`config.mk`:
```
export PLATFORM = sky130hd
export DESIGN_NAME = bes_hist
export DESIGN_NICKNAME = d
export VERILOG_FILES = /design/src/rtl/byte_entropy_scorer_macros.svh /design/src/rtl/bes_pkg.sv /design/src/rtl/bes_hist.sv
export SDC_FILE = /design/constraint.sdc
export NUM_CORES = 2
export LEC_CHECK = 0
export ABC_CLOCK_PERIOD_IN_PS = 45900
export BUFFER_PORTS_ARGS = -buffer_cell sky130_fd_sc_hd__buf_2
export CAP_MARGIN = 20
export CORE_MARGIN = 8
export CORE_UTILIZATION = 55
export CTS_BUF_LIST = sky130_fd_sc_hd__clkbuf_8
export CTS_CLUSTER_DIAMETER = 80
export DETAILED_ROUTE_END_ITERATION = 7
export MAX_ROUTING_LAYER = met4
export PLACE_DENSITY = 0.7
export SETUP_SLACK_MARGIN = 0.1
export SLEW_MARGIN = 20
export SYNTH_ARGS = -nofsm -noshare
export SYNTH_HDL_FRONTEND = slang
export SYNTH_SLANG_ARGS = --single-unit
```
`constraint.sdc`:
```
create_clock -name clk -period 45.9 [get_ports clk]
set_clock_uncertainty 0.05 [all_clocks]
set_input_delay 13.77 -clock clk [delete_from_list [all_inputs] [get_ports clk]]
set_output_delay 13.77 -clock clk [all_outputs]
set_load 0.02 [all_outputs]
```
`src/rtl/byte_entropy_scorer_macros.svh`:
```
// Assertion macros for the byte entropy scorer.
`ifndef BYTE_ENTROPY_SCORER_MACROS_SVH
`define BYTE_ENTROPY_SCORER_MACROS_SVH
`ifndef SYNTHESIS
// Same-cycle implication, sampled on clk, off while arst_n is low.
`define BES_ASSERT_HOLDS(label, ante, cons) \
	label: assert property (@(posedge clk) disable iff (!arst_n) (ante) |-> (cons)) \
		else $error("bes check failed");
// Next-cycle implication.
`define BES_ASSERT_NEXT(label, ante, cons) \
	label: assert property (@(posedge clk) disable iff (!arst_n) (ante) |=> (cons)) \
		else $error("bes check failed");
`else
`define BES_ASSERT_HOLDS(label, ante, cons)
`define BES_ASSERT_NEXT(label, ante, cons)
`endif
`endif

```
`src/rtl/bes_pkg.sv`:
```
// Shared constants, codes and control structs of the byte entropy scorer.
package bes_pkg;
	localparam int BinCount = 256;
	localparam int BinW     = 8;
	localparam int CntW     = 14;
	localparam int LogIntW  = 4;
	localparam int LogFracW = 16;
	localparam int LogW     = LogIntW + LogFracW;
	localparam int MantW    = 32;
	localparam int SumW     = 40;
	localparam int QuoW     = 20;
	localparam int RemW     = 15;
	localparam int LogSteps = LogFracW;
	localparam int DivSteps = QuoW;

	localparam logic [CntW-1:0] MaxSampleBytes = 14'd8192;

	localparam logic [7:0] TierOneReset   = 8'd64;
	localparam logic [7:0] TierTwoReset   = 8'd128;
	localparam logic [7:0] TierThreeReset = 8'd192;

	// register indexes
	localparam logic [1:0] CfgTierOne   = 2'd0;
	localparam logic [1:0] CfgTierTwo   = 2'd1;
	localparam logic [1:0] CfgTierThree = 2'd2;

	// tier codes
	localparam logic [1:0] TierZero  = 2'd0;
	localparam logic [1:0] TierOne   = 2'd1;
	localparam logic [1:0] TierTwo   = 2'd2;
	localparam logic [1:0] TierThree = 2'd3;

	typedef struct packed {
		logic clr_sum;
		logic log_start;
		logic log_src_n;
		logic mul;
		logic acc;
		logic div_start;
		logic score;
		logic tier;
		logic emit;
	} bes_cmd_t;

	typedef struct packed {
		logic n_zero;
		logic bin_zero;
		logic log_busy;
		logic div_busy;
		logic out_free;
	} bes_stat_t;

	typedef struct packed {
		logic            zero_en;
		logic [BinW-1:0] addr;
	} bes_hcmd_t;
endpackage

```
`src/rtl/bes_hist.sv`:
```
// Histogram memory with pipelined read-modify-write increment and a zeroing port.
module bes_hist (
	input  logic                     clk,
	input  logic                     arst_n,
	input  logic                     inc_valid,
	input  logic [bes_pkg::BinW-1:0] inc_addr,
	input  bes_pkg::bes_hcmd_t       hcmd,
	output logic [bes_pkg::CntW-1:0] rd_data
);
	import bes_pkg::*;

	logic [CntW-1:0] mem [BinCount];
	logic [CntW-1:0] rd_q;
	logic [BinW-1:0] raddr;
	logic            inc_v_s1;
	logic [BinW-1:0] addr_s1;
	logic            wr_v_q;
	logic [BinW-1:0] wr_addr_q;
	logic [CntW-1:0] wr_val_q;
	logic [CntW-1:0] inc_cnt;

	assign raddr   = hcmd.zero_en ? hcmd.addr : inc_addr;
	assign rd_data = rd_q;

	// forward the previous write when the same bin comes again
	assign inc_cnt = ((wr_v_q && (wr_addr_q == addr_s1)) ? wr_val_q : rd_q) + CntW'(1);

	// memory: one read, one write per cycle
	always_ff @(posedge clk) begin
		rd_q <= mem[raddr];
		if (inc_v_s1) begin
			mem[addr_s1] <= inc_cnt;
		end else if (hcmd.zero_en) begin
			mem[hcmd.addr] <= '0;
		end
	end

	// increment pipeline control
	always_ff @(posedge clk or negedge arst_n) begin
		if (!arst_n) begin
			inc_v_s1 <= 1'b0;
			wr_v_q   <= 1'b0;
		end else begin
			inc_v_s1 <= inc_valid;
			wr_v_q   <= inc_v_s1;
		end
	end

	always_ff @(posedge clk) begin
		addr_s1   <= inc_addr;
		wr_addr_q <= addr_s1;
		wr_val_q  <= inc_cnt;
	end
endmodule

```
## After elaboration in Yosys (flattened, before gate mapping)

Memories as Yosys holds them, arrays and structs flattened. A register that Yosys moved wholly into a read port is not among the register bits.
Index checks and enable logic that the tools add are counted.

| word-level totals | value |
|---|---|
| flip-flop bits (word level) | 32 |
| RAM bits | 3584 |
| bits of input ports | 20 |
| output and inout port bits | 14 |
| word-level logic and storage cells | 20 |
| memories kept | 1 |

Memory list:

| memory | words | width | rd ports | clocked after Yosys merged registers in | write ports | line | source |
|---|---|---|---|---|---|---|---|
| mem | 256 | 14 | 1 | 1 | 1 | bes_hist.sv:12 | `logic [CntW-1:0] mem [BinCount];` |

| cells by class | value |
|---|---|
| add/sub/neg operators | 1 |
| eq/ne operators | 1 |
| mux-type cells | 10 |
| reduce and logical (&&, ||, !) cells | 2 |

Operator list:

| operator | count |
|---|---|
| $mux 14 | 2 |
| $mux 8 | 2 |
| $add 14x1->14 const B | 1 |
| $reduce_or 14->1 | 1 |
| $eq 8x8->1 | 1 |
| $mux 1 | 6 |
| $logic_and 1x1->1 | 1 |

## Longest topological paths before layout

| depth | value |
|---|---|
| word-level depth | 5 |
| depth in mapped cells | 13 |
| gate-level depth less buffers | 9 |

## Least setup slack after synthesis

Ideal clock, no wire load.

| timing path | value |
|---|---|
| path kind | input port to flip-flop |
| start point | in hcmd[8] (netlist name) |
| end point | mem mem[0][3], data pin |
| library setup time | 2.247 ns |
| arrival time | 24.954 ns |
| data required time | 43.603 ns |
| slack | 18.649 ns |
| cell stages on the path | 6 |
| path buffers | 4 |
| path through | buf_6 -> buf_4 -> buf_4 -> nor2b_1 -> clkbuf_1 -> a211oi_1 |

| on the way | value |
|---|---|
| word-level cells in the longest chain between the ends | 5 |

RTL lines:

| element | line | source |
|---|---|---|
| start: declaration | bes_hist.sv:7 | `input bes_pkg::bes_hcmd_t hcmd,` |
| $mux 1 | bes_hist.sv:33 | `end else if (hcmd.zero_en) begin` |
| $mux 1 | bes_hist.sv:31 | `if (inc_v_s1) begin` |
| $mux 1 (implied by the code) | bes_hist.sv:34 | `mem[hcmd.addr] <= '0;` |
| $reduce_or 14->1 (no line) | n/a |  |
| $mux 14 (no line) | n/a |  |
| end: declaration | bes_hist.sv:12 |  |

Every way passes these cells.

## Worst setup path in the final report

| timing path | value |
|---|---|
| start point | in hcmd[8] (netlist name) |
| end point | reg rd_q[7], in the netlist rd_data[7] (read register of mem) |

| on the way | value |
|---|---|
| word-level cells in the longest chain between the ends | 1 |

RTL lines:

| element | line | source |
|---|---|---|
| $mux 8 | bes_hist.sv:22 | `assign raddr = hcmd.zero_en ? hcmd.addr : inc_addr;` |
| end: declaration | bes_hist.sv:13 | `logic [CntW-1:0] rd_q;` |

Every way passes these cells.

==> metrics.cfg <==
[outcome]
outcome=finished clean

[cells_and_area]
layout_commonest_cell=edfxtp_1
final_area_um2=158100
fin_cells=13260
syn2layout_area_growth_pct=11.05
nNetsFinal=9449
final_layout_size_suffix_gt1_share_pct=14.64
num-fill-cells=18300
final_cell_mix=edfxtp_1 (3,584), nand2_1 (1,490), mux2i_1 (776), nand3_1 (630), clkbuf_8 (591)

[yosys]
synth_top_area_share_pct=75.61
synth_area_um2=142300
synth_edf_count=3584
yosys_most_used_dff=edfxtp_1
syn_nets=9061
ys_async_sr_fraction_pct=0.05510
synth_cell_types=67
syn_inst=9040
yosysTopAreaCell=edfxtp_1
ys_seq_area_share_pct=76.26
ys_warn_count=0
synth_area_leaders=edfxtp_1 (76%), mux2i_1 (5.5%), nand2_1 (4.0%)
syn_avg_cell_area_um2=15.75
ys_seq_elements=3630

[setup_path]
worstSetupPathType=in -> reg
crit_start=hcmd[8]
r2r_slack_ns=38.92
ff2ff_path_depth=13
crit_arrival_ns=20.73
crit_required_ns=46.71
crit_top_cell=buf_4
start_kind=primary input
path_cells=buf_2 > buf_4 > mux2_8 > buf_12 > buf_4 > buf_4 > buf_4 > buf_4 > mux4_2 > a21oi_1 > o22ai_1 > a2111oi_2 > buf_4 > o2111ai_1
crit-reg2reg-launch=addr_s1[3]
cpPeakStageDelay_ns=0.82
r2r_end=mem[38][6]
cp-endpoint=rd_data[7]
cp_max_fo=103
cp-end-kind=register
cp_slowest_cell=mux2_8

[timing]
layout_min_cycle_time_ns=19.92
worstMarginPinSlew_ns=1.337
fin_crit_sh_pct=43.40
setup_viol=0
finalHoldViolations=0
final_max_slew_viol_count=0
rsz0062_at_grt=no
maxSlewHeadroom_pct=10.84
fin_setup_tns_ns=0
clock.fmax_mhz=50.20

[placement]
finalWeightedCongestion=0.9029
placed_cell_area_um2=147800
dp.cells=12230
dpl.hpwl_mm=231.0
port-buffer-count=33

[detailed_routing]
drc=0
vias_per_cell=6.484
antenna_left=0
vias=85990
wire_per_inst_um=30.62
routed_wl_mm=406.0
drt_iter0_markers=12380
dr.pass1.iters=8

[die]
die-area_um2=275300
io_pins=34
core_area_um2=257200
num_rows=186
die_w_um=524.7
initial_core_util_pct=55.35
die_h_um=524.7

[global_route]
grtUsageTotal_pct=29.27
overflow=0
grt_antenna_before_repair=28
grt_pass1_wl_mm=577.3
top_usage_layer=met2
grt_pass1_vias=81930
use_met1_pct=38.03
grt_max_degree=204
use_met3_pct=7.292
grt_util_met2_pct=43.74

[clocking]
cts_max_path_buffers=4
cts_buffers=573
clkTransAtPathRegs_ns=0.06
clock_latency_ns=1.05
cts_sinks=3630
post_cts_resized=0
cts_setup_buffers=0
cts_tree=done
cts_root_buf=clkbuf_8
htreeDepth=6
ctsHoldBuffers=0

[worst_hold_path]
hold_class=reg -> reg
min_from=addr_s1[1]

[power]
leakage_nw=53.77
vdd_drop_max_mv=0.04534
p_total_mw=7.036
power_density_nw_per_um2=44.51

[run]
maxCapViolCount=0

==> power breakdown <==
| part | switching, mW | leakage [nW] | internal [mW] |
|---|---|---|---|
| combinational | 0.562 | 14.9 | 0.151 |
| sequential | 0.0218 | 33.1 | 3.84 |
| clock | 1.24 | 5.84 | 1.22 |
==> routing by layer <==
layer / vias up / routed length [µm]
li1: 36070 / -
met1: 43180 / 149000
met2: 5699 / 186900
met3: 1045 / 48490
met4: 0 / 21580
met5: - / 0
==> sequential cells by signal, summed over array words and instances (netlist names) <==
register   count
addr_s1        8
mem         3584
wr_v_q         1
inc_v_s1       1
wr_val_q      14
rd_data       14
wr_addr_q      8
==> layout make-up <==
type	instances	area (µm²)	share of cell area, %
clock buffers	591	8134	5.146
clock inverters	405	1899	1.202
diodes	28	70.07	0.04433
repair buffers	421	3368	2.131
multi-input cells	4789	31770	20.10
inverters	13	48.80	0.03087
well taps	3384	4234	2.679
flip-flops and latches	3630	108600	68.67
==> critical path, delay by kind of cell <==
kind,cells,cell delay [ns]
buf+inv,8,4.15
compound gates,4,1.09
mux,2,1.41
==> cells in the mapped netlist (21+ instances only) <==
master,number
a21oi_1,193
a311oi_1,40
a31oi_1,218
buf_1,82
buf_2,131
buf_4,43
buf_6,21
clkbuf_1,331
dfxtp_1,44
edfxtp_1,3584
mux2i_1,780
mux4_2,152
nand2_1,1508
nand3_1,630
nand4_1,69
nor2_1,288
nor3_1,152
o21ai_0,110
o221ai_1,275
o22ai_1,111
o41ai_1,47
==> logic make-up (layout without fill, tap and decap cells) <==
| family | Yosys count | in the layout | share of synthesized area (%) |
|---|---|---|---|
| other | 0 | 28 | 0 |
| DFF | 3630 | 3630 | 76.26 |
| and+or+nand+nor | 2710 | 2710 | 8.096 |
| buffers and inverters | 621 | 1430 | 1.977 |
| AOI/OAI and AO/OA | 1119 | 1119 | 5.586 |
| muxes | 939 | 939 | 7.948 |
| xor gates and xnor gates | 20 | 20 | 0.1231 |
| adders and majority gates | 1 | 1 | 0.008788 |
==> worst min path at each step <==
stage / cells past startpoint / to / slack (ns)
floorplan: 0 / wr_addr_q[1] / 0.32
global placement: 0 / wr_addr_q[1] / 0.34
detailed placement: 0 / wr_addr_q[1] / 0.34
CTS: 0 / wr_addr_q[1] / 0.35
global route: 0 / wr_addr_q[1] / 0.37
finish: 0 / wr_addr_q[1] / 0.36
==> through the flow <==
| stage | setup slack, ns | hold WS (ns) | utilization [%] |
|---|---|---|---|
| floorplan | 18.65 | 0.3209 | - |
| global placement | 25.17 | 0.3407 | 57.41 |
| detailed placement | 25.05 | 0.3423 | 57.49 |
| CTS | 26.17 | 0.3535 | 61.39 |
| global route | 25.74 | 0.3665 | 61.46 |
| finish | 25.98 | 0.3591 | 61.47 |
Power figures use the tool's default switching activity.
