[src/rtl/byte_entropy_scorer_macros.svh]
// Assertion macros for the byte entropy scorer.
`ifndef BYTE_ENTROPY_SCORER_MACROS_SVH
`define BYTE_ENTROPY_SCORER_MACROS_SVH
`ifndef SYNTHESIS
// Same-cycle implication, sampled on clk, off while arst_n is low.
`define BES_ASSERT_HOLDS(label, ante, cons) \
	label: assert property (@(posedge clk) disable iff (!arst_n) (ante) |-> (cons)) \
		else $error("bes check failed");
// Next-cycle implication.
`define BES_ASSERT_NEXT(label, ante, cons) \
	label: assert property (@(posedge clk) disable iff (!arst_n) (ante) |=> (cons)) \
		else $error("bes check failed");
`else
`define BES_ASSERT_HOLDS(label, ante, cons)
`define BES_ASSERT_NEXT(label, ante, cons)
`endif
`endif

[src/rtl/bes_pkg.sv]
// Shared constants, codes and control structs of the byte entropy scorer.
package bes_pkg;
	localparam int BinCount = 256;
	localparam int BinW     = 8;
	localparam int CntW     = 14;
	localparam int LogIntW  = 4;
	localparam int LogFracW = 16;
	localparam int LogW     = LogIntW + LogFracW;
	localparam int MantW    = 32;
	localparam int SumW     = 40;
	localparam int QuoW     = 20;
	localparam int RemW     = 15;
	localparam int LogSteps = LogFracW;
	localparam int DivSteps = QuoW;

	localparam logic [CntW-1:0] MaxSampleBytes = 14'd8192;

	localparam logic [7:0] TierOneReset   = 8'd64;
	localparam logic [7:0] TierTwoReset   = 8'd128;
	localparam logic [7:0] TierThreeReset = 8'd192;

	// register indexes
	localparam logic [1:0] CfgTierOne   = 2'd0;
	localparam logic [1:0] CfgTierTwo   = 2'd1;
	localparam logic [1:0] CfgTierThree = 2'd2;

	// tier codes
	localparam logic [1:0] TierZero  = 2'd0;
	localparam logic [1:0] TierOne   = 2'd1;
	localparam logic [1:0] TierTwo   = 2'd2;
	localparam logic [1:0] TierThree = 2'd3;

	typedef struct packed {
		logic clr_sum;
		logic log_start;
		logic log_src_n;
		logic mul;
		logic acc;
		logic div_start;
		logic score;
		logic tier;
		logic emit;
	} bes_cmd_t;

	typedef struct packed {
		logic n_zero;
		logic bin_zero;
		logic log_busy;
		logic div_busy;
		logic out_free;
	} bes_stat_t;

	typedef struct packed {
		logic            zero_en;
		logic [BinW-1:0] addr;
	} bes_hcmd_t;
endpackage

[src/rtl/bes_ctrl.sv]
// Sequencer: histogram clear, input phase, bin walk, divide and result hand-off.
module bes_ctrl (
	input  logic               clk,
	input  logic               arst_n,
	input  logic               in_last_acc,
	input  bes_pkg::bes_stat_t stat,
	output bes_pkg::bes_cmd_t  cmd,
	output bes_pkg::bes_hcmd_t hcmd,
	output logic               in_ready
);
	import bes_pkg::*;

	localparam logic [3:0] S_CLR   = 4'd0;
	localparam logic [3:0] S_RUN   = 4'd1;
	localparam logic [3:0] S_DRAIN = 4'd2;
	localparam logic [3:0] S_RD    = 4'd3;
	localparam logic [3:0] S_CHK   = 4'd4;
	localparam logic [3:0] S_LOG   = 4'd5;
	localparam logic [3:0] S_MUL   = 4'd6;
	localparam logic [3:0] S_ACC   = 4'd7;
	localparam logic [3:0] S_NST   = 4'd8;
	localparam logic [3:0] S_NLOG  = 4'd9;
	localparam logic [3:0] S_NMUL  = 4'd10;
	localparam logic [3:0] S_SUB   = 4'd11;
	localparam logic [3:0] S_DIV   = 4'd12;
	localparam logic [3:0] S_SCORE = 4'd13;
	localparam logic [3:0] S_TIER  = 4'd14;
	localparam logic [3:0] S_EMIT  = 4'd15;

	logic [3:0]      state_q, state_d;
	logic [BinW-1:0] bin_q, bin_d;
	logic            bin_end;

	assign bin_end  = (bin_q == BinW'(BinCount-1));
	assign in_ready = (state_q == S_RUN);

	// next state and commands
	always_comb begin
		state_d = state_q;
		bin_d   = bin_q;
		cmd     = '0;
		hcmd.zero_en = (state_q == S_CLR) || (state_q == S_RD);
		hcmd.addr    = bin_q;
		unique case (state_q)
			S_CLR: begin
				bin_d = bin_q + BinW'(1);
				if (bin_end) state_d = S_RUN;
			end
			S_RUN: if (in_last_acc) state_d = S_DRAIN;
			S_DRAIN: begin
				cmd.clr_sum = 1'b1;
				bin_d = '0;
				state_d = stat.n_zero ? S_EMIT : S_RD;
			end
			S_RD: state_d = S_CHK;
			S_CHK: begin
				if (!stat.bin_zero) begin
					cmd.log_start = 1'b1;
					state_d = S_LOG;
				end else if (bin_end) begin
					state_d = S_NST;
				end else begin
					bin_d = bin_q + BinW'(1);
					state_d = S_RD;
				end
			end
			S_LOG: if (!stat.log_busy) state_d = S_MUL;
			S_MUL: begin
				cmd.mul = 1'b1;
				state_d = S_ACC;
			end
			S_ACC: begin
				cmd.acc = 1'b1;
				if (bin_end) begin
					state_d = S_NST;
				end else begin
					bin_d = bin_q + BinW'(1);
					state_d = S_RD;
				end
			end
			S_NST: begin
				cmd.log_start = 1'b1;
				cmd.log_src_n = 1'b1;
				state_d = S_NLOG;
			end
			S_NLOG: if (!stat.log_busy) state_d = S_NMUL;
			S_NMUL: begin
				cmd.mul = 1'b1;
				state_d = S_SUB;
			end
			S_SUB: begin
				cmd.div_start = 1'b1;
				state_d = S_DIV;
			end
			S_DIV: if (!stat.div_busy) state_d = S_SCORE;
			S_SCORE: begin
				cmd.score = 1'b1;
				state_d = S_TIER;
			end
			S_TIER: begin
				cmd.tier = 1'b1;
				state_d = S_EMIT;
			end
			S_EMIT: begin
				if (stat.out_free) begin
					cmd.emit = 1'b1;
					state_d = S_RUN;
				end
			end
			default: state_d = S_CLR;
		endcase
	end

	always_ff @(posedge clk or negedge arst_n) begin
		if (!arst_n) begin
			state_q <= S_CLR;
			bin_q   <= '0;
		end else begin
			state_q <= state_d;
			bin_q   <= bin_d;
		end
	end
endmodule

[config.mk]
export PLATFORM = sky130hd
export DESIGN_NAME = bes_ctrl
export DESIGN_NICKNAME = d
export VERILOG_FILES = /design/src/rtl/byte_entropy_scorer_macros.svh /design/src/rtl/bes_pkg.sv /design/src/rtl/bes_ctrl.sv
export SDC_FILE = /design/constraint.sdc
export NUM_CORES = 1
export LEC_CHECK = 0
export ABC_CLOCK_PERIOD_IN_PS = 1920
export BUFFER_PORTS_ARGS = -buffer_cell sky130_fd_sc_hd__buf_2
export CORE_MARGIN = 2
export CORE_UTILIZATION = 51
export DETAILED_ROUTE_END_ITERATION = 6
export GPL_TIMING_DRIVEN = 1
export PLACE_DENSITY = 0.85
export SLEW_MARGIN = 20
export SYNTH_ARGS = -nofsm -noshare
export SYNTH_HDL_FRONTEND = slang
export SYNTH_SLANG_ARGS = --single-unit
[constraint.sdc]
create_clock -name clk -period 1.92 [get_ports clk]
set_clock_uncertainty 0.1 [all_clocks]
set_input_delay 0.384 -clock clk [delete_from_list [all_inputs] [get_ports clk]]
set_output_delay 0.384 -clock clk [all_outputs]
set_load 0.01 [all_outputs]
# --- Word-level counts from Yosys, hierarchy flattened ---
# Index checks and enable logic that the tools add are counted.
totals:
  rom_bits: 0
  output_inout_bits: 19
  reg_bits: 12
  input_bits: 8
  ramBits: 0
  mem_count: 0
  latch_bits: 0
  wordCells: 56
op_classes:
  n_addsub: 1
  n_shift: 0
  n_lt_le_gt_ge: 0
  n_reduce_logical: 6
  n_bitwise: 0
  multipliers: 0
  n_div: 0
  muxes: 24
  n_eq_ne: 23
ops:
  columns: ["cell", "count"]
  rows:
  - ["$pmux 4 s16", 1]
  - ["$mux 4", 9]
  - ["$eq 4x4->1 const B", 8]
  - ["$pmux 8 s4", 1]
  - ["$eq 4x3->1 const B", 4]
  - ["$mux 8", 2]
  - ["$ne 2x2->1 const B", 7]
  - ["$mux 1", 10]
  - ["$add 8x1->8 const B", 1]
  - ["$eq 4x2->1 const B", 2]
  - ["$eq 8x8->1 const B", 1]
  - ["$reduce_and 6->1", 1]
  - ["$eq 4x1->1 const B", 1]
  - ["$logic_not 4->1", 1]
  - ["$reduce_bool 4->1", 1]
  - ["$pmux 1 s2", 1]
  - ["$reduce_and 2->1", 1]
  - ["$reduce_or 2->1", 1]
  - ["$logic_or 1x1->1", 1]

# --- Logic depth before layout (Yosys ltp) ---
logic_depth:
  word_depth: 4
  mapped_depth: 7
  mapped_depth_nobuf: 6

# --- Least setup slack after synthesis ---
# No wires, ideal clock.
synth_timing:
  path_kind: "reg-to-reg"
  startpoint: "register bin_q[0]"
  endpoint: "register bin_q[5]"
  t_required_ns: 1.695
  arrival_time_ns: 1.637
  stages_incl_launch_ff: 7
  n_path_buf: 0
  slack_ns: 0.058
  path_cell_list: "dfrtp_1 > ha_1 > nand2_1 > o311ai_4 > a21oi_2 > nand3_1 > mux2_4"
synth_via:
  elab_chain_cells: 4
  word_cells_on_any_way: 5
  classes_between: "1 x add/sub; 1 x eq/ne; 3 x mux"
synth_lines:
  columns: ["element", "line_no", "source"]
  rows:
  - ["from (decl)", "bes_ctrl.sv:31", "logic [BinW-1:0] bin_q, bin_d;"]
  - ["from (signal assigned)", "bes_ctrl.sv:120", "bin_q <= bin_d;"]
  - ["$add 8x1->8 / $eq 8x8->1 (equally long branches)", null, null]
  - ["$mux 8", "bes_ctrl.sv:60, bes_ctrl.sv:74", null]
  - ["$mux 8", "bes_ctrl.sv:57", "if (!stat.bin_zero) begin"]
  - ["$pmux 8 s4 (*)", "bes_ctrl.sv:44", "unique case (state_q)"]
# Mark *: on every way between the ends. The rest lies on a longest branch, timed or not. The select of a mux whose other input is x is not followed.
# A chain may end at the register's enable or synchronous reset.

==> metrics.csv <==
stage;metric;value;unit
pwr;Clock power frac;9.2;%
floorplan;Cell Rows;15;
worst_hold_path;Worst Hold Class;in2reg;
cts;H-tree depth;1;
pwr;PD cells;1585;nW/um2
setup_path;Reg2Reg Launch Point;state_q[2];
cts;number of buffers on the longest clock path;2;
setup_path;Critical Path RT;1.44;ns
placement;gp weighted congestion;0.8143;
setup_path;Reg2Reg Setup Slack;0.03;ns
global_route;vias in the first global route;901;
setup_path;CP startpoint;state_q[0];
global_route;final global-route overflow total;0;
synth;Post-synth ARST share;100.0;%
timing;Slew Viols, Final;0;
global_route;initial antenna violation count;0;
synth;Yosys top cell area share;30.50;%
synth;Post-Syn Nets;123;
setup_path;CP max FO;8;
floorplan;core area;1764;um2
setup_path;crit path capture;cmd[7];
cts;Clock Sinks;12;
timing;Fin. Hold Viols;0;
synth;synth top area cells;dfrtp_1 30%, nor2_1 5.7%, a21oi_1 3.6%, xnor2_1 3.6%, nand2_1 3.4%;
cts;Worst-path clk slew;0.08;ns
finish;area delta synth->final;40.41;%
timing;endpoints failing setup;0;
setup_path;Worst setup SP type;register;
drt;First-pass DRT Iterations;4;
drt;DRC Markers;0;
placement;Detailed Place HPWL;1941;um
synth;area leader, netlist;dfrtp_1;
floorplan;chip width;47.94;um
timing;Max Fclk;524.2;MHz
finish;layout cell share with drive strength beyond 1;47.83;%
synth;Synth cell types;44;
cts;TritonCTS buffer count;3;
drt;vias per inst;6.011;
timing;relative slew slack;75.73;%
setup_path;CP endpoint kind;primary output;
timing;Tightest Pin Transition;0.3631;ns
synth;syn avg cell area;8.638;um2
finish;antenna cells;0;
setup_path;CP Data Arrival Time;1.42;ns
setup_path;R2R Path End;bin_q[0];
synth;post-synthesis sequential element count;12;
synth;top_reg_cell synth;dfrtp_1;
floorplan;Initial Util;55.82;%
finish;NumNets Final;171;
synth;number of flops mapped to enable cells by yosys;0;
timing;RSZ-0062 raised after global routing;yes;
synth;top-count cell post-synth;nor2_1;
timing;final hold slack;0.3468;ns
cts;Worst-Skew Late Latency;0.27;ns
timing;post-layout min period;1.907;ns
global_route;global-route wire length before repair;4105;um
synth;synth warn;0;
pwr;Pleak;0.0006611;uW
placement;IO Port Bufs;26;
pwr;Max rail drop VDD;1.060;mV
flow_run;MaxCap Viol Count;0;
pwr;Comb pwr share;67.3;%
drt;vias post-DR;1118;
pwr;Flop pwr share;23.5;%
cts;CTS Root Cell;clkbuf_4;
synth;Post-synth top cells;15 x nor2_1, 12 x dfrtp_1, 9 x nand2_1;
drt;wire per inst;15.88;um
timing;setup ws final;0.01251;ns
timing;Tcrit/Tclk final;99.35;%
drt;Routed Antenna Nets;0;
global_route;largest net degree at the start of global routing;13;
placement;pre-CTS setup slack;0.02104;ns
setup_path;depth of the worst register-to-register path;4;
drt;Starting DRT DRC Count;59;
synth;Seq/Total Area, Yosys;30.50;%
status;run status;finished clean;
synth;Cells after Synth;114;
synth;Synth Cell Area;984.7;um2
pwr;Sw Ratio;45.74;%
global_route;gr usage total;25.93;%
timing;Post-Route Setup TNS;0;ns
pwr;switching power;1003;uW
cts;CTS tree;yes;
setup_path;WS Path Type;reg2out;
pwr;Pint;1189;uW
floorplan;DIE AREA;2298;um2
floorplan;Ports;27;
floorplan;Vert. Die Dim;47.94;um
drt;WL final;2954;um
-- state kept, by name, indices dropped and copies added, names as in the netlist --
signal	cells
bin_q	8
state_q	4
-- routing by layer --
layer	routed length, um	vias up	GRT usage (%)
met4	78	0	8.649
met1	1195	540	36.77
met3	208	11	1.887
li1	-	505	-
met2	1472	62	41.87
met5	0	-	0
-- how the worst min path moves through the flow --
stage / from / end / slack, ns / cells after the start
after floorplan: arst_n / bin_q[0] / -0.01 / 0
after global placement: arst_n / bin_q[6] / 0.17 / 1
after detailed placement: arst_n / bin_q[6] / 0.17 / 1
after CTS: stat[1] / state_q[0] / 0.34 / 4
after global routing: stat[1] / state_q[0] / 0.38 / 4
final: stat[1] / state_q[0] / 0.35 / 4
-- repair_timing --
action                     4_1_cts  5_1_grt
setup buffers                    2        9
setup endpoints to repair        3       10
gates cloned                     0        0
resized for setup                7       13
pin swaps                        1        5
hold endpoints to repair        12        0
hold buffers                     1        0
-- cells in the final DEF (no fill, tap or decap), types with 3 or more instances in the layout --
cell type,instances
a211oi_1,3
a21oi_1,7
buf_2,25
buf_4,21
clkbuf_4,3
dfrtp_1,9
dfrtp_2,3
inv_1,7
nand2_1,7
nand3_1,4
nor2_1,14
nor3_1,4
o21ai_0,3
xnor2_1,4
-- power by group through the flow --
stage	Combinational (uW)	Sequential, uW	Clock [uW]
CTS	1230	519	202
detailed placement	1190	508	0
global placement	1140	493	0
floorplan	848	481	0
global route	1580	524	217
finish	1470	515	202
-- kinds of logic after synthesis --
kind of cell | Yosys count | synth area share [%]
and+or+nand+nor | 48 | 25.54
AOI/OAI and AO/OA | 29 | 24.53
buffers and inverters | 14 | 7.116
DFF | 12 | 30.50
xor gates and xnor gates | 5 | 5.210
muxes | 5 | 5.844
adders and majority gates | 1 | 1.270
-- metrics by stage --
step                area (um2)  util, %  instances  total power (uW)
global placement          1192    67.59        170              1637
CTS                       1271    72.06        177              1952
global route              1383    78.37        186              2325
detailed placement        1192    67.59        170              1695
floorplan                984.7        -        114              1329
finish                    1383    78.37        186              2192
-- critical path: stages, from the launching register on --
cell	delay (ns)
dfrtp_2	0.47
or2_4	0.31
nor3_4	0.14
or2_4	0.14
buf_6	0.09
-- final cells by class --
cell class                 instances  area, um2
inverter                           7      26.28
fill                             125      381.6
sequential                        12      304.0
tap                               25      31.28
clock buffer                       4      36.28
timing repair buffer              50      320.3
multi-input combinational         88      664.4
Note: power is estimated with default switching activity, not from simulation.
