`src/rtl/byte_entropy_scorer_macros.svh`:
```
// Assertion macros for the byte entropy scorer.
`ifndef BYTE_ENTROPY_SCORER_MACROS_SVH
`define BYTE_ENTROPY_SCORER_MACROS_SVH
`ifndef SYNTHESIS
// Same-cycle implication, sampled on clk, off while arst_n is low.
`define BES_ASSERT_HOLDS(label, ante, cons) \
	label: assert property (@(posedge clk) disable iff (!arst_n) (ante) |-> (cons)) \
		else $error("bes check failed");
// Next-cycle implication.
`define BES_ASSERT_NEXT(label, ante, cons) \
	label: assert property (@(posedge clk) disable iff (!arst_n) (ante) |=> (cons)) \
		else $error("bes check failed");
`else
`define BES_ASSERT_HOLDS(label, ante, cons)
`define BES_ASSERT_NEXT(label, ante, cons)
`endif
`endif

```
`src/rtl/bes_pkg.sv`:
```
// Shared constants, codes and control structs of the byte entropy scorer.
package bes_pkg;
	localparam int BinCount = 256;
	localparam int BinW     = 8;
	localparam int CntW     = 14;
	localparam int LogIntW  = 4;
	localparam int LogFracW = 16;
	localparam int LogW     = LogIntW + LogFracW;
	localparam int MantW    = 32;
	localparam int SumW     = 40;
	localparam int QuoW     = 20;
	localparam int RemW     = 15;
	localparam int LogSteps = LogFracW;
	localparam int DivSteps = QuoW;

	localparam logic [CntW-1:0] MaxSampleBytes = 14'd8192;

	localparam logic [7:0] TierOneReset   = 8'd64;
	localparam logic [7:0] TierTwoReset   = 8'd128;
	localparam logic [7:0] TierThreeReset = 8'd192;

	// register indexes
	localparam logic [1:0] CfgTierOne   = 2'd0;
	localparam logic [1:0] CfgTierTwo   = 2'd1;
	localparam logic [1:0] CfgTierThree = 2'd2;

	// tier codes
	localparam logic [1:0] TierZero  = 2'd0;
	localparam logic [1:0] TierOne   = 2'd1;
	localparam logic [1:0] TierTwo   = 2'd2;
	localparam logic [1:0] TierThree = 2'd3;

	typedef struct packed {
		logic clr_sum;
		logic log_start;
		logic log_src_n;
		logic mul;
		logic acc;
		logic div_start;
		logic score;
		logic tier;
		logic emit;
	} bes_cmd_t;

	typedef struct packed {
		logic n_zero;
		logic bin_zero;
		logic log_busy;
		logic div_busy;
		logic out_free;
	} bes_stat_t;

	typedef struct packed {
		logic            zero_en;
		logic [BinW-1:0] addr;
	} bes_hcmd_t;
endpackage

```
`src/rtl/bes_dp.sv`:
```
// Datapath: length count, log2 unit, accumulator, divider, scoring and output register.
module bes_dp (
	input  logic                     clk,
	input  logic                     arst_n,
	input  logic                     in_acc,
	input  logic                     in_present,
	output logic                     count_en,
	input  logic                     cfg_valid,
	input  logic [1:0]               cfg_index,
	input  logic [7:0]               cfg_data,
	input  logic [bes_pkg::CntW-1:0] rd_data,
	input  bes_pkg::bes_cmd_t        cmd,
	output bes_pkg::bes_stat_t       stat,
	output logic                     m_tvalid,
	input  logic                     m_tready,
	output logic [31:0]              m_tdata
);
	import bes_pkg::*;

	logic [7:0]        thr_one_q, thr_two_q, thr_three_q;
	logic [CntW-1:0]   n_q;
	// log unit
	logic              log_busy_q;
	logic [3:0]        log_cnt_q;
	logic [MantW-1:0]  m_q;
	logic [LogFracW-1:0] frac_q;
	logic [LogIntW-1:0]  top_q;
	logic [CntW-1:0]   log_x_q;
	logic [CntW-1:0]   log_x;
	logic [LogIntW-1:0]  top_c;
	logic [MantW-1:0]  m_init;
	logic [2*MantW-1:0] sq;
	logic [MantW:0]    sq_top;
	// accumulate
	logic [CntW+LogW-1:0] prod_full;
	logic [SumW-1:0]   prod_q, sum_q, t_c;
	// divider
	logic              div_busy_q;
	logic [4:0]        div_cnt_q;
	logic [RemW-1:0]   rem_q, r2, n_ext;
	logic [QuoW-1:0]   quo_q, dvd_q;
	logic              ge;
	// score
	logic [QuoW+7:0]   s28;
	logic [16:0]       s17;
	logic [15:0]       score_q;
	logic [1:0]        tier_q;
	// output
	logic              out_v_q;
	logic [31:0]       out_q;

	assign count_en = in_acc && in_present && (n_q < MaxSampleBytes);

	// config registers and sample length
	always_ff @(posedge clk or negedge arst_n) begin
		if (!arst_n) begin
			thr_one_q   <= TierOneReset;
			thr_two_q   <= TierTwoReset;
			thr_three_q <= TierThreeReset;
			n_q         <= '0;
		end else begin
			if (cfg_valid) begin
				unique case (cfg_index)
					CfgTierOne:   thr_one_q   <= cfg_data;
					CfgTierTwo:   thr_two_q   <= cfg_data;
					CfgTierThree: thr_three_q <= cfg_data;
					default: ;
				endcase
			end
			if (cmd.emit) begin
				n_q <= '0;
			end else if (count_en) begin
				n_q <= n_q + CntW'(1);
			end
		end
	end

	// log2 start: top bit index and normalized mantissa
	assign log_x = cmd.log_src_n ? n_q : rd_data;
	always_comb begin
		top_c = '0;
		for (int k = 0; k < CntW; k++) begin
			if (log_x[k]) top_c = LogIntW'(k);
		end
	end
	assign m_init = MantW'(log_x) << (5'd31 - 5'(top_c));

	// one fraction bit per cycle by squaring
	assign sq     = 64'(m_q) * 64'(m_q);
	assign sq_top = sq[2*MantW-1:MantW-1];

	always_ff @(posedge clk or negedge arst_n) begin
		if (!arst_n) begin
			log_busy_q <= 1'b0;
			log_cnt_q  <= '0;
		end else if (cmd.log_start) begin
			log_busy_q <= 1'b1;
			log_cnt_q  <= '0;
		end else if (log_busy_q) begin
			log_cnt_q <= log_cnt_q + 4'd1;
			if (log_cnt_q == 4'(LogSteps-1)) log_busy_q <= 1'b0;
		end
	end

	always_ff @(posedge clk) begin
		if (cmd.log_start) begin
			m_q     <= m_init;
			frac_q  <= '0;
			top_q   <= top_c;
			log_x_q <= log_x;
		end else if (log_busy_q) begin
			if (sq_top[MantW]) begin
				m_q    <= sq_top[MantW:1];
				frac_q <= {frac_q[LogFracW-2:0], 1'b1};
			end else begin
				m_q    <= sq_top[MantW-1:0];
				frac_q <= {frac_q[LogFracW-2:0], 1'b0};
			end
		end
	end

	// c * L(c) and running sum
	assign prod_full = log_x_q * {top_q, frac_q};
	always_ff @(posedge clk) begin
		if (cmd.mul) prod_q <= SumW'(prod_full);
		if (cmd.clr_sum) begin
			sum_q <= '0;
		end else if (cmd.acc) begin
			sum_q <= sum_q + prod_q;
		end
	end

	// restoring divider, T / N
	assign t_c   = (prod_q >= sum_q) ? (prod_q - sum_q) : '0;
	assign n_ext = RemW'(n_q);
	assign r2    = {rem_q[RemW-2:0], dvd_q[QuoW-1]};
	assign ge    = (r2 >= n_ext);

	always_ff @(posedge clk or negedge arst_n) begin
		if (!arst_n) begin
			div_busy_q <= 1'b0;
			div_cnt_q  <= '0;
		end else if (cmd.div_start) begin
			div_busy_q <= 1'b1;
			div_cnt_q  <= '0;
		end else if (div_busy_q) begin
			div_cnt_q <= div_cnt_q + 5'd1;
			if (div_cnt_q == 5'(DivSteps-1)) div_busy_q <= 1'b0;
		end
	end

	always_ff @(posedge clk) begin
		if (cmd.div_start) begin
			rem_q <= t_c[QuoW+RemW-1:QuoW];
			dvd_q <= t_c[QuoW-1:0];
			quo_q <= '0;
		end else if (div_busy_q) begin
			rem_q <= ge ? (r2 - n_ext) : r2;
			dvd_q <= {dvd_q[QuoW-2:0], 1'b0};
			quo_q <= {quo_q[QuoW-2:0], ge};
		end
	end

	// score = H * 255 / 2048, saturated, then tier
	assign s28 = {quo_q, 8'd0} - {8'd0, quo_q};
	assign s17 = s28[QuoW+7:11];
	always_ff @(posedge clk) begin
		if (cmd.score) score_q <= s17[16] ? 16'hFFFF : s17[15:0];
		if (cmd.tier) begin
			priority if (score_q[15:8] < thr_one_q)   tier_q <= TierZero;
			else if (score_q[15:8] < thr_two_q)       tier_q <= TierOne;
			else if (score_q[15:8] < thr_three_q)     tier_q <= TierTwo;
			else                                      tier_q <= TierThree;
		end
	end

	// output register
	always_ff @(posedge clk or negedge arst_n) begin
		if (!arst_n) begin
			out_v_q <= 1'b0;
		end else if (cmd.emit) begin
			out_v_q <= 1'b1;
		end else if (m_tready) begin
			out_v_q <= 1'b0;
		end
	end

	always_ff @(posedge clk) begin
		if (cmd.emit) begin
			if (n_q == '0) out_q <= '0;
			else out_q <= {n_q, tier_q, score_q[7:0], score_q[15:8]};
		end
	end

	assign m_tvalid = out_v_q;
	assign m_tdata  = out_q;

	assign stat.n_zero   = (n_q == '0);
	assign stat.bin_zero = (rd_data == '0);
	assign stat.log_busy = log_busy_q;
	assign stat.div_busy = div_busy_q;
	assign stat.out_free = !out_v_q || m_tready;
endmodule

```
`config.mk`:
```
export PLATFORM = sky130hd
export DESIGN_NAME = bes_dp
export DESIGN_NICKNAME = d
export VERILOG_FILES = /design/src/rtl/byte_entropy_scorer_macros.svh /design/src/rtl/bes_pkg.sv /design/src/rtl/bes_dp.sv
export SDC_FILE = /design/constraint.sdc
export NUM_CORES = 2
export LEC_CHECK = 0
export BUFFER_PORTS_ARGS = -buffer_cell sky130_fd_sc_hd__buf_2
export CAP_MARGIN = 20
export CORE_ASPECT_RATIO = 0.7
export CORE_MARGIN = 2
export CORE_UTILIZATION = 35
export CTS_BUF_LIST = sky130_fd_sc_hd__clkbuf_8
export CTS_CLUSTER_DIAMETER = 120
export DETAILED_ROUTE_END_ITERATION = 7
export PLACE_DENSITY = 0.56
export SLEW_MARGIN = 20
export SYNTH_ARGS = -nofsm -noshare
export SYNTH_HDL_FRONTEND = slang
export SYNTH_SLANG_ARGS = --single-unit
```
`constraint.sdc`:
```
create_clock -name clk -period 12 [get_ports clk]
set_clock_uncertainty 0.05 [all_clocks]
set_input_delay 2.4 -clock clk [delete_from_list [all_inputs] [get_ports clk]]
set_output_delay 2.4 -clock clk [all_outputs]
set_load 0.01 [all_outputs]
```
Yosys cells after proc, flatten, opt, wreduce, memory -nomap -nowiden

Index checks and enable logic that the tools add are counted.
Widths: inputs -> output; s select.

Input bits: 39
Bits in registers: 294

$mul: 2
Equal/unequal tests: 4
Shift-type cells: 1
Reductions and logical operators: 15
Magnitude comparators: 6
Multiplexer cells: 40
Add/subtract/negate cells: 8

Operator list:

| operator              | number |
|---|---|
| $mux 32               | 3 |
| $mux 14               | 6 |
| $mul 32x32->64        | 1 |
| $mux 4                | 14 |
| $add 40x34->40        | 1 |
| $ge 34x40->1          | 1 |
| $mux 20               | 2 |
| $mul 14x20->34        | 1 |
| $mux 34               | 1 |
| $sub 34x34->34        | 1 |
| $shl 14x5->32         | 1 |
| $logic_not 14->1      | 2 |
| $sub 28x20->28        | 1 |
| $lt 8x8->1            | 3 |
| $ge 15x14->1          | 1 |
| $add 14x1->14 const B | 1 |
| $lt 14x14->1 const B  | 1 |
| $sub 14x14->14        | 1 |
| $mux 1                | 12 |
| $mux 5                | 2 |
| $reduce_bool 2->1     | 4 |
| $reduce_and 2->1      | 3 |
| $add 5x1->5 const B   | 1 |
| $eq 5x5->1 const B    | 1 |
| 10 further kinds      | 11 |

Depth between registers and ports, before layout

Depth in word-level cells: 17
Gate-level depth with buffers: 31
Mapped depth without buffers: 27

Worst setup path after synthesis

Ideal clock, no wire load.

Path kind: register -> register
From: register m_q[5]
To: register m_q[30], data pin
Setup time: 0.259 ns
Path buffers: 3
Required time: 11.691 ns
Stages on the path, launching flop included: 29
Arrival time: 7.549 ns
Setup slack: 4.142 ns
Period minus slack after synthesis: 7.858 ns
Path through: edfxtp_1 clkbuf_1 clkbuf_1 nand2_1 fa_1 inv_1 fa_1 fa_1 inv_1 fa_1 inv_1 fa_1 fa_1 fa_1 inv_1 fa_1 inv_1 ha_1 nand4_4 nor4_4 nand4_2 o221ai_4 o21ai_2 a31oi_4 a21oi_4 xor2_1 buf_6 nor2_1 o31a_1

Word-level cells in the longest chain between the ends: 4

Ends and longest elaborated chain:

| what                     | line          | source |
|---|---|---|
| start: declaration       | bes_dp.sv:25  | `logic [MantW-1:0] m_q;` |
| start signal: assignment | bes_dp.sv:107 | `m_q <= m_init;` |
| start signal: assignment | bes_dp.sv:113 | `m_q <= sq_top[MantW:1];` |
| start signal: assignment | bes_dp.sv:116 | `m_q <= sq_top[MantW-1:0];` |
| $mul 32x32->64           | bes_dp.sv:89  | `assign sq = 64'(m_q) * 64'(m_q);` |
| $mux 32                  | bes_dp.sv:112 | `if (sq_top[MantW]) begin` |
| $mux 32                  | bes_dp.sv:111 | `end else if (log_busy_q) begin` |
| $mux 32                  | bes_dp.sv:106 | `if (cmd.log_start) begin` |

No other way between the ends. The select of a mux whose other input is x is not followed.
A chain may end at the register's enable or synchronous reset.

Worst setup path after layout

From: register m_q[22]
To: register m_q[24], data pin

The elaborated chain is that of the path after synthesis.

==> impl_metrics.tcl <==
set metrics [dict create \
    synth_fa_ha_area_share_pct 48.02 \
    post_cts_buffers 0 \
    tightest_slew_ns 1.192 \
    grt_pass1_wl_um 246000 \
    layout_common_cells "inv_1 (1343), fa_1 (1007), nand2_1 (566)" \
    cap_viol_max_count 0 \
    cts_tree "done" \
    grt_usage_pct 19.41 \
    ctsRootBufferMaster "clkbuf_8" \
    clock-sinks 294 \
    status "finished, final reports clean" \
    num_io_pins 78 \
    cts.clk_slew.worst_paths_ns 0.08 \
    whs_path_depth 2 \
    row_count 121 \
    dr_total_vias 39960 \
    synth.distinct_cells 98 \
    cts_hold_buffers 0 \
    die_height_um 336.6 \
    place_area_um2 57760 \
    critical_path.top_delay_family "adder cells" \
    crit_cells 26 \
    synth-seq-cells 294 \
    cts.path.max_buffers 3 \
    cp-startpoint "m_q[22]" \
    cts-buffers-inserted 51 \
    slowest_delay_ns 1.04 \
    port_buffers 77 \
    max-slew-margin-rel_pct 20.54 \
    ys_async_sr_fraction_pct 17.01 \
    syn_area_per_cell_um2 9.366 \
    hold_violations 0 \
    r2r-end "m_q[24]" \
    core_area_um2 156200 \
    worst_path_most_repeated_cell "fa_1" \
    fin_nets 7396 \
    area_growth_pct 6.494 \
    r2r_slack_ns 2.19 \
    dp_hpwl_um 122800 \
    hold_class "reg2reg" \
    mostFrequentLayoutCell "inv_1" \
    grt-ovfl-total 0 \
    setup_viol 0 \
    cp-start-kind "register" \
    htreeDepth 2 \
    yosys.area_share.simple_pct 13.11 \
    start_util_pct 35.39 \
    synth_compound_area_share_pct 8.354 \
    grt_pass1_vias 41659 \
    rsz0062_at_grt "false" \
    syn-cell-area_um2 55300 \
    critPathSlowestCell "edfxtp_1" \
    post-route-drc-count 0 \
    post-route-period-util_pct 81.73 \
    clk_latency_ns 0.71 \
    drt_iter0_markers 2841 \
    fin_setup_tns_ns 0 \
    arrival_ns 10.15 \
    endpoint_kind "register" \
    path_class "reg2reg" \
    worstSetupEndpoint "m_q[24]" \
    detail_route.wl_per_cell_um 19.24 \
    synth_top_family_by_area "adder cells" \
    finalWorstSetupSlack_ns 2.192 \
    dr.pass1.iters 6 \
    synth_xor_area_share_pct 3.186 \
    final_cell_area_um2 58890 \
    ys_seq_area_share_pct 14.15 \
    max_freq_mhz 102.0 \
    dp_slack_ns 2.335 \
    via_per_inst 5.009 \
    critPathRequiredTime_ns 12.34 \
    synthMuxAreaShare_pct 2.193 \
    ys.flop_type "edfxtp_1" \
    routabilityCongestion 0.9203 \
    grt_max_degree 78 \
    die_w_um 479.1 \
    wirelength_um 153500 \
    dieArea_um2 161200 \
    critPathBufInv 6 \
    timing.rr.start "m_q[22]" \
    syn_nets 7461 \
    antenna_found_initial 10 \
    ys_warn_count 0 \
    post-route-min-period_ns 9.808 \
    maxSlewViolCount 0 \
    antenna_left 0 \
    post_cts_resized 0 \
    synth-edff-count 168 \
    synth_cells 5904 \
    worst-path-max-fanout 20 \
    drive_above_1_share_pct 5.695 \
    utilization_pct 37.69 \
    r2r_cells 26 \
]
## state kept, by name, indices dropped and copies added, names as in the netlist
register / count
div_busy_q: 1
div_cnt_q: 5
dvd_q: 20
frac_q: 16
log_busy_q: 1
log_cnt_q: 4
log_x_q: 14
m_q: 32
m_tdata: 32
m_tvalid: 1
n_q: 14
prod_q: 34
quo_q: 20
rem_q: 14
score_q: 16
sum_q: 40
thr_one_q: 8
thr_three_q: 8
thr_two_q: 8
tier_q: 2
top_q: 4
## per-layer routing
metal  vias up  wire length, um  track usage [%]
li1      18244                -                -
met1     20346            75030            29.56
met2      1221            65050            29.22
met3       147            11170            3.272
met4         2             2198            2.947
met5         -               13                0
## cell usage after synthesis (45+ instances only)
| cell | number | area, um^2 |
|---|---|---|
| nor2_1 | 266 | 998.5 |
| a211oi_1 | 48 | 360.4 |
| and2_1 | 352 | 2202 |
| dfrtp_1 | 46 | 1151 |
| xnor2_1 | 141 | 1235 |
| ha_1 | 511 | 6394 |
| nand4_1 | 45 | 281.5 |
| inv_1 | 1330 | 4992 |
| a21oi_1 | 189 | 945.9 |
| fa_1 | 1007 | 20160 |
| o21ai_0 | 122 | 610.6 |
| nor3_1 | 46 | 230.2 |
| a21o_1 | 69 | 518.0 |
| dfxtp_1 | 76 | 1521 |
| nand3_1 | 49 | 245.2 |
| mux2i_1 | 77 | 770.7 |
| edfxtp_1 | 168 | 5045 |
| clkbuf_1 | 219 | 822.0 |
| nand2_1 | 566 | 2125 |
| xor2_1 | 57 | 499.2 |
## metrics by stage
step | instances | hold slack [ns]
finish | 7978 | 0.4538
global route | 7976 | 0.4693
floorplan | 5904 | 0.4177
global placement | 7877 | 0.4321
CTS | 7973 | 0.4579
detailed placement | 7877 | 0.4430
## worst min-delay path by stage
stage | from | endpoint | slack, ns
global route | thr_three_q[3] | thr_three_q[3] | 0.47
global placement | frac_q[12] | frac_q[13] | 0.43
finish | frac_q[12] | frac_q[13] | 0.45
detailed placement | thr_three_q[3] | thr_three_q[3] | 0.44
floorplan | sum_q[31] | sum_q[31] | 0.42
CTS | thr_three_q[3] | thr_three_q[3] | 0.46
## final cells by class
| type | count | area [um^2] |
|---|---|---|
| inverters | 1333 | 5005 |
| clock inverters | 39 | 325.3 |
| flip-flops and latches | 294 | 7823 |
| clock buffers | 57 | 784.5 |
| well taps | 2091 | 2616 |
| multi-input cells | 4014 | 41410 |
| fillers | 15890 | 97350 |
| repair buffers | 145 | 908.4 |
| diodes | 5 | 12.51 |
## logic make-up after synthesis
| kind of cell | count (synthesis) |
|---|---|
| AOI/OAI and AO/OA | 691 |
| xor gates and xnor gates | 199 |
| adders and majority gates | 1518 |
| buffers and inverters | 1596 |
| DFF | 294 |
| muxes | 116 |
| and+or+nand+nor | 1490 |
## worst reg2reg max path, delay by kind of cell (launching register included)
kind                     cells  cell delay [ns]
AO/OA/AOI/OAI                7             2.48
XOR/XNOR                     1             0.17
adder cells (fa/ha/maj)      9             4.46
buffers and inverters        6             0.75
flip-flops                   1             1.04
AND/OR/NAND/NOR              3             0.63
Power is left out: the tool's default activity adds up to more than one toggle a clock period on the data nets, which glitch-free logic cannot reach.
